--- config.mk ---
export PLATFORM = sky130hd
export DESIGN_NAME = tar_ram
export DESIGN_NICKNAME = d
export VERILOG_FILES = /design/src/hdl/tar_ram.sv
export SDC_FILE = /design/constraint.sdc
export NUM_CORES = 1
export LEC_CHECK = 0
export BUFFER_PORTS_ARGS = -buffer_cell sky130_fd_sc_hd__buf_4
export CORE_ASPECT_RATIO = 1.25
export CORE_MARGIN = 10
export CORE_UTILIZATION = 54
export CTS_CLUSTER_DIAMETER = 30
export DETAILED_ROUTE_END_ITERATION = 16
export PLACE_DENSITY_LB_ADDON = 0.12
export RECOVER_POWER = 25
export SLEW_MARGIN = 20
export SYNTH_ARGS = -nofsm -noshare
export SYNTH_HDL_FRONTEND = slang
export SYNTH_SLANG_ARGS = --single-unit
--- constraint.sdc ---
create_clock -name clk -period 1.8 [get_ports clk]
set_input_delay 0.18 -clock clk [delete_from_list [all_inputs] [get_ports clk]]
set_output_delay 0.18 -clock clk [all_outputs]
set_load 0.005 [all_outputs]
--- src/hdl/tar_ram.sv ---
// generic single-port-write, single-port-read ram with registered read data
// no dependencies; used for the per-position accumulator store

module tar_ram #(
  parameter int WIDTH = 8,
  parameter int DEPTH = 16,
  parameter int AW    = (DEPTH > 1) ? $clog2(DEPTH) : 1
) (
  input  logic             clk,
  input  logic             we,
  input  logic [AW-1:0]    waddr,
  input  logic [WIDTH-1:0] wdata,
  input  logic             re,
  input  logic [AW-1:0]    raddr,
  output logic [WIDTH-1:0] rdata
);

  logic [WIDTH-1:0] mem [DEPTH];
  logic [WIDTH-1:0] rdata_r;

  always_ff @(posedge clk) begin
    if (we) begin
      mem[waddr] <= wdata;
    end
    if (re) begin
      rdata_r <= mem[raddr];
    end
  end

  assign rdata = rdata_r;

endmodule

# Word-level counts from Yosys, hierarchy flattened
# Memory sizes are Yosys's and may differ from the RTL's. A register that Yosys moved wholly into a read port is not among the register bits.
# Cells that the tools add are included.
# W data, S select, Z words.
[totals]
out_inout_bits = 8
ram_bits = 128
inputBits = 19
wordCells = 3
regBits = 0
n_memories = 1
[memory_table]
columns = ["memory", "words", "width", "rd", "rd_ports_with_merged_regs", "wr", "line_no", "text"]
rows = [
  ["mem", 16, 8, 1, 1, 1, "18", "logic [WIDTH-1:0] mem [DEPTH];"],
]
[op_classes]
mux = 2
[op_table]
columns = ["cell", "n"]
rows = [
  ["$mux W1", 2],
]

# Longest topological paths before layout
# Gate-level depths: netlist (run 1).
[depth]
ltp_word = 2
depth_mapped = 5
mapped_depth_nobuf = 3

# Worst setup path after synthesis (run 1)
# Ideal clock, no wire load.
[synth_path]
path_type = "input to register"
startpoint = "in waddr[2]"
endpoint = "mem mem[0][0], enable pin"
stages = 2
path_slack_ns = 0.127
required_time_ns = 1.417
n_path_buf = 0
arrival_ns = 1.290
setup_ns = 0.383
cell_sequence = "or3b_2 -> nor3_1"
[synth_lines]
columns = ["item", "line_no", "text"]
rows = [
  ["from (decl)", "11", "input logic [AW-1:0] waddr,"],
  ["to (decl)", "18", ""],
]
# No word-level cell before the write port.

==> key figures, run 1 <==
Status
  • Outcome: complete, no violations

Synthesis
  • Flops & latches, synth: approximately 140
  • Mapped Cells: 229
  • Async SR Flop Fraction: 0%
  • Count leader, synth: edfxtp_1
  • Most used flip-flop cell after synthesis: edfxtp_1
  • EDFF count, synth: between 100 and 150
  • Seq/Total Area, Yosys: 78.12%
  • Netlist Area Pre-Place: 5228 um2
  • Mean Syn Cell Area: approximately 23 um2
  • Area contributors post-synth: edfxtp_1, mux4_2, mux4_1
  • Top-area cell type share of the netlist area: roughly four fifths
  • Yosys cell types: 18
  • Synth warn: 0
  • Post-synth top area cell: edfxtp_1
  • Syn nets: 248
  • Post-synth top cells: edfxtp_1, mux4_2, a22oi_1

Route
  • Drt total wl: a little over 10000 um
  • Final ANT Viol Nets: 0
  • First DRT Iteration DRCs: ~130
  • Routed len/inst: between 20 and 25 um
  • Via density: ~5.7
  • # DRC: 0
  • Drt pass-1 iters: 4
  • Vias post-DR: between 2000 and 2500

Global routing
  • Vias in the first global route: between 2000 and 3000
  • Met1 Usage GRT: between 10% and 20%
  • Largest net degree at the start of global routing: 19
  • Met2 Usage GRT: between 20% and 30%
  • M3 GR Usage: under 10%
  • First-pass GRT wire length: approximately 16000 um
  • Layer with the highest usage: met2
  • Initial antenna violation count: 0
  • Global route overflow: 0
  • Gr usage total: between 10% and 20%

STA
  • Slew Viols, Final: 0
  • Slew @ Worst Pin: approximately 0.68 ns
  • Final setup TNS: 0 ns
  • Setup Skew: 0.01286 ns
  • Final WS setup: around 0.27 ns
  • Final min period: approximately 1.5 ns
  • Hold Fails Final Rpt: 0
  • RSZ-0062 raised after global routing: no
  • Fin crit share: approximately 85%
  • Fmax achieved: approximately 0.66 GHz
  • Final setup fails: 0
  • Rel. slew slack: between 50% and 60%

Critical path
  • CP arrival: 1.68 ns
  • Worst setup EP type: flip-flop
  • Critical Path Source Type: flip-flop
  • Worst Path Class, Setup: reg2reg
  • Worst R2R Path Depth: 3
  • Reg2reg end: rdata[6]
  • WP data required: between 1.5 and 2 ns
  • Flop2flop setup slack: 0.27 ns
  • Reg2Reg Launch Point: mem[3][6]
  • CP max FO: 1

Power and ir drop
  • Switching Power: around 1.4 mW
  • Reg power frac: approximately half
  • Sw frac: between 10% and 20%
  • Combinational Power Share: about 5%
  • Pleak: ~2.1 nW
  • Pwr dens: around 1100 nW/um2
  • Int Pwr: 5.742 mW
  • Clk pwr share: ~45%
  • Peak supply drop: 0.0007559 V
  • Total power: approximately 7.2 mW

Placed design
  • Pre-CTS WS: around 0.12 ns
  • Routability congestion estimate: roughly 0.8
  • IO buf count: 26
  • Dpl hpwl: just under 7000 um

Floorplan
  • DIE AREA: 14040 um2
  • Chip height: roughly 130 um
  • Chip width: approximately 110 um
  • Row count: 40
  • Initial Util: a little over half
  • Num ports: 27
  • Core area: approximately 9600 um2

Min path
  • Hold_sp: re
  • Worst hold path class: in2reg
  • Hold EP: rdata[6]
  • Worst Hold Path Cells: 1

Cells and area
  • Diodes inserted: 0
  • Area grow syn2layout: 19.82%
  • Layout cells sized above 1: 31.23%
  • Nets: 307

Clock tree
  • H-tree Lvls: 4
  • # Post-CTS Setup Buffers: 0
  • CTS Buf Count: 17
  • CTS root buf: clkbuf_16
  • Cts-stage hold buffer count: 0
  • Worst-skew pair later-pin latency: 0.41 ns
  • CTS clk-pin slew, worst paths: ~0.05 ns
  • Max clock buf depth: 2
  • CTS resizes: 0
  • # clock sinks: between 100 and 150
  • CTS tree: yes

Run
  • Max-cap viol count: 0
-- power by group through the flow --
stage               clock [mW]  sequential [mW]  combinational (mW)
floorplan                    0             3.65               0.180
finish                    3.22             3.59               0.352
CTS                       3.27             3.59               0.366
detailed placement           0             3.65               0.364
global route              3.41             3.60               0.385
global placement             0             3.65               0.355
-- critical path, cell delays in order, from the launching register on --
cell and delay [ns]:
edfxtp_1 0.38, mux4_2 0.49, a22oi_1 0.29, nand2_1 0.12
-- per-layer routing --
layer	up-vias	routed length, um
li1	1101	-
met1	1282	4309
met2	62	5215
met3	7	442
met4	0	85
met5	-	0
-- cells in the final DEF, fill, tap and decap left out, types with 5 or more instances in the layout --
cell type,Yosys,layout
edfxtp_1,136,136
buf_4,1,40
mux4_2,18,18
clkbuf_16,0,17
a22oi_1,16,16
mux4_1,14,14
nor2_1,13,13
nand2_1,9,9
clkinv_2,0,7
clkbuf_1,0,6
clkinvlp_4,0,5
-- sequential cells by signal, summed over array words and instances, names as in the netlist --
| name | count |
|---|---|
| mem | 128 |
| rdata | 8 |
-- how the worst max path moves through the flow --
stage,to,from
3_3_place_gp,rdata[3],raddr[0]
5_1_grt,rdata[6],mem[3][6]
3_5_place_dp,rdata[1],raddr[0]
4_1_cts,rdata[6],mem[3][6]
2_1_floorplan,mem[0][0],waddr[2]
6_report,rdata[6],mem[3][6]
-- cell type report --
class,instances,area [um2]
clock buffer,17,425.4
clock inverter,15,136.4
fill,652,3296
multi-input combinational,83,1057
sequential,136,4084
tap,126,157.7
timing repair buffer,50,402.9
-- cell families (layout without fill, tap and decap cells) --
| logic type | after synthesis | count (layout) | share of synthesized area, % |
|---|---|---|---|
| muxes | 32 | 32 | 14.79 |
| and+or+nand+nor | 35 | 35 | 3.136 |
| DFF | 136 | 136 | 78.12 |
| buffers and inverters | 10 | 82 | 1.651 |
| AOI/OAI and AO/OA | 16 | 16 | 2.298 |
-- stage by stage --
step | hold slack, ns | util [%] | area (um2) | cells
2_1_floorplan | 0.2789 | - | 5228 | 229
3_3_place_gp | 0.4872 | 59.88 | 5724 | 395
3_5_place_dp | 0.4995 | 59.88 | 5724 | 395
4_1_cts | 0.07311 | 65.76 | 6286 | 427
5_1_grt | 0.07680 | 65.52 | 6264 | 427
6_report | 0.07572 | 65.52 | 6264 | 427
Note: power is estimated with default switching activity, not from simulation.
==> run 2: changes to the inputs <==
==> constraint.sdc (replaced) <==
create_clock -name clk -period 1.38 [get_ports clk]
set_input_delay 0.138 -clock clk [delete_from_list [all_inputs] [get_ports clk]]
set_output_delay 0.138 -clock clk [all_outputs]
set_load 0.005 [all_outputs]
==> key figures, run 2 (synthesis gave the netlist of run 1 again) <==
Clock tree
  • H-tree Lvls: 4
  • CTS Buf Count: 17
  • CTS root buf: clkbuf_16
  • Max clock buf depth: 2
  • # clock sinks: 136
  • Worst-skew pair later-pin latency: 0.41 ns
  • Cts-stage hold buffer count: 0
  • # Post-CTS Setup Buffers: 0
  • CTS clk-pin slew, worst paths: around 0.05 ns
  • CTS tree: yes

Power and ir drop
  • Int Pwr: about 7.9 mW
  • Reg power frac: 48.5%
  • Clk pwr share: between 40 and 50%
  • Switching Power: ~1.8 mW
  • Total power: approximately 9.7 mW
  • Pleak: roughly 2.1 nW
  • Sw frac: 18.60%
  • Pwr dens: around 1500 nW/um2
  • Combinational Power Share: around 5.1%
  • Peak supply drop: 0.0008860 V

Global routing
  • Initial antenna violation count: 0
  • Vias in the first global route: approximately 2700
  • Global route overflow: 0
  • Largest net degree at the start of global routing: 17
  • First-pass GRT wire length: between 15000 and 20000 um
  • Gr usage total: roughly 16%

STA
  • Hold Fails Final Rpt: 0
  • Fin crit share: 102.2%
  • Rel. slew slack: roughly 36%
  • RSZ-0062 raised after global routing: yes
  • Final min period: 1.410 ns
  • Fmax achieved: approximately 0.71 GHz
  • Setup Skew: 0.003931 ns
  • Final setup fails: 4
  • Final setup TNS: -0.05793 ns
  • Slew Viols, Final: 0
  • Slew @ Worst Pin: 0.9589 ns
  • Final WS setup: -0.02987 ns

Min path
  • Hold_sp: re
  • Worst hold path class: in2reg

Floorplan
  • Row count: 40
  • DIE AREA: between 10000 and 15000 um2
  • Num ports: 27
  • Chip height: between 100 and 150 um
  • Core area: 9559 um2
  • Chip width: 108 um
  • Initial Util: approximately 55%

Critical path
  • WP data required: 1.53 ns
  • Critical Path Source Type: flip-flop
  • Reg2Reg Launch Point: mem[10][4]
  • CP cell instances: mux4_2 > a22oi_2 > nand2_1
  • Worst Path Class, Setup: reg2reg
  • Flop2flop setup slack: -0.03 ns
  • CP Launch Point: mem[10][4]
  • CP peak stage delay: approximately 0.47 ns
  • Worst setup EP type: flip-flop
  • CP arrival: 1.56 ns
  • CP max FO: 1
  • CP max-delay cell: mux4_2

Status
  • Outcome: complete, but fails checks
  • Failing checks: setup timing

Placed design
  • Placed Area: about 5800 um2
  • Pre-CTS WS: -0.2832 ns
  • Routability congestion estimate: roughly 0.78
  • Dpl hpwl: a little under 7000 um
  • IO buf count: 26

Route
  • Drt pass-1 iters: 4
  • First DRT Iteration DRCs: ~150
  • Final ANT Viol Nets: 0
  • Drt total wl: 10490 um
  • # DRC: 0
  • Vias post-DR: roughly 2500
  • Routed len/inst: between 20 and 25 um
  • Via density: between 5 and 6

Cells and area
  • Most common cell after layout, fill and taps aside: edfxtp_1
  • Layout cells sized above 1: a little under two fifths
  • Register Area: roughly 4000 um2
  • Design area: between 6000 and 7000 um2
  • Multi-input gate area: ~1100 um2
  • Filler instances: 629
  • Commonest cells after routing, fill and taps aside: edfxtp_1, buf_4, mux4_2
  • Diodes inserted: 0
  • Area grow syn2layout: 21.64%
  • Util after Layout: 66.52%
  • Max reg flops: 128
  • Most flop-heavy register: mem
  • Nets: 315

Run
  • Max-cap viol count: 0
==> run 2: cell type report <==
class,count,share of cell area (%)
Sequential cell,136,64.23
Multi-Input combinational cell,83,16.71
Timing Repair Buffer,58,7.281
Clock buffer,20,6.867
Tap cell,126,2.479
Clock inverter,11,2.440
==> run 2: per-layer routing <==
metal	GRT usage [%]	wire, um	vias to the layer above
li1	-	-	1100
met1	21.69	4657	1323
met2	24.64	5127	80
met3	5.328	533	13
met4	7.008	170	0
met5	0	0	-
==> run 2: repair_timing <==
action                                  in CTS  in global routing
pin swaps                                    5                  2
endpoints found under the setup margin       8                  8
gates resized for setup                     17                  3
==> run 2: power by group through the flow <==
stage,clock (mW),sequential (mW),combinational (mW)
2_1_floorplan,0,4.76,0.240
3_3_place_gp,0,4.76,0.477
3_5_place_dp,0,4.77,0.486
4_1_cts,4.58,4.69,0.513
5_1_grt,4.78,4.69,0.540
6_report,4.49,4.69,0.497
==> run 2: through the flow <==
step                      hold slack (ns)  std cells
final                             0.05921        434
after global routing              0.04020        434
after CTS                         0.03099        434
after detailed placement           0.4552        403
after global placement             0.4459        403
after floorplan                    0.2369        229
==> run 2: worst paths after layout <==
| kind | end | cells after the start |
|---|---|---|
| setup / recovery | rdata[4] | 3 |
| hold / removal | rdata[1] | 1 |
| setup reg to reg | rdata[4] | 3 |
| hold reg to reg | rdata[7] | 3 |
==> run 2: worst max-delay path: cells and delay by family, from the launching register on <==
kind,cells,cell delay (ns)
AO/OA/AOI/OAI,1,0.24
flip-flops,1,0.37
multiplexers,1,0.47
AND/OR/NAND/NOR,1,0.07
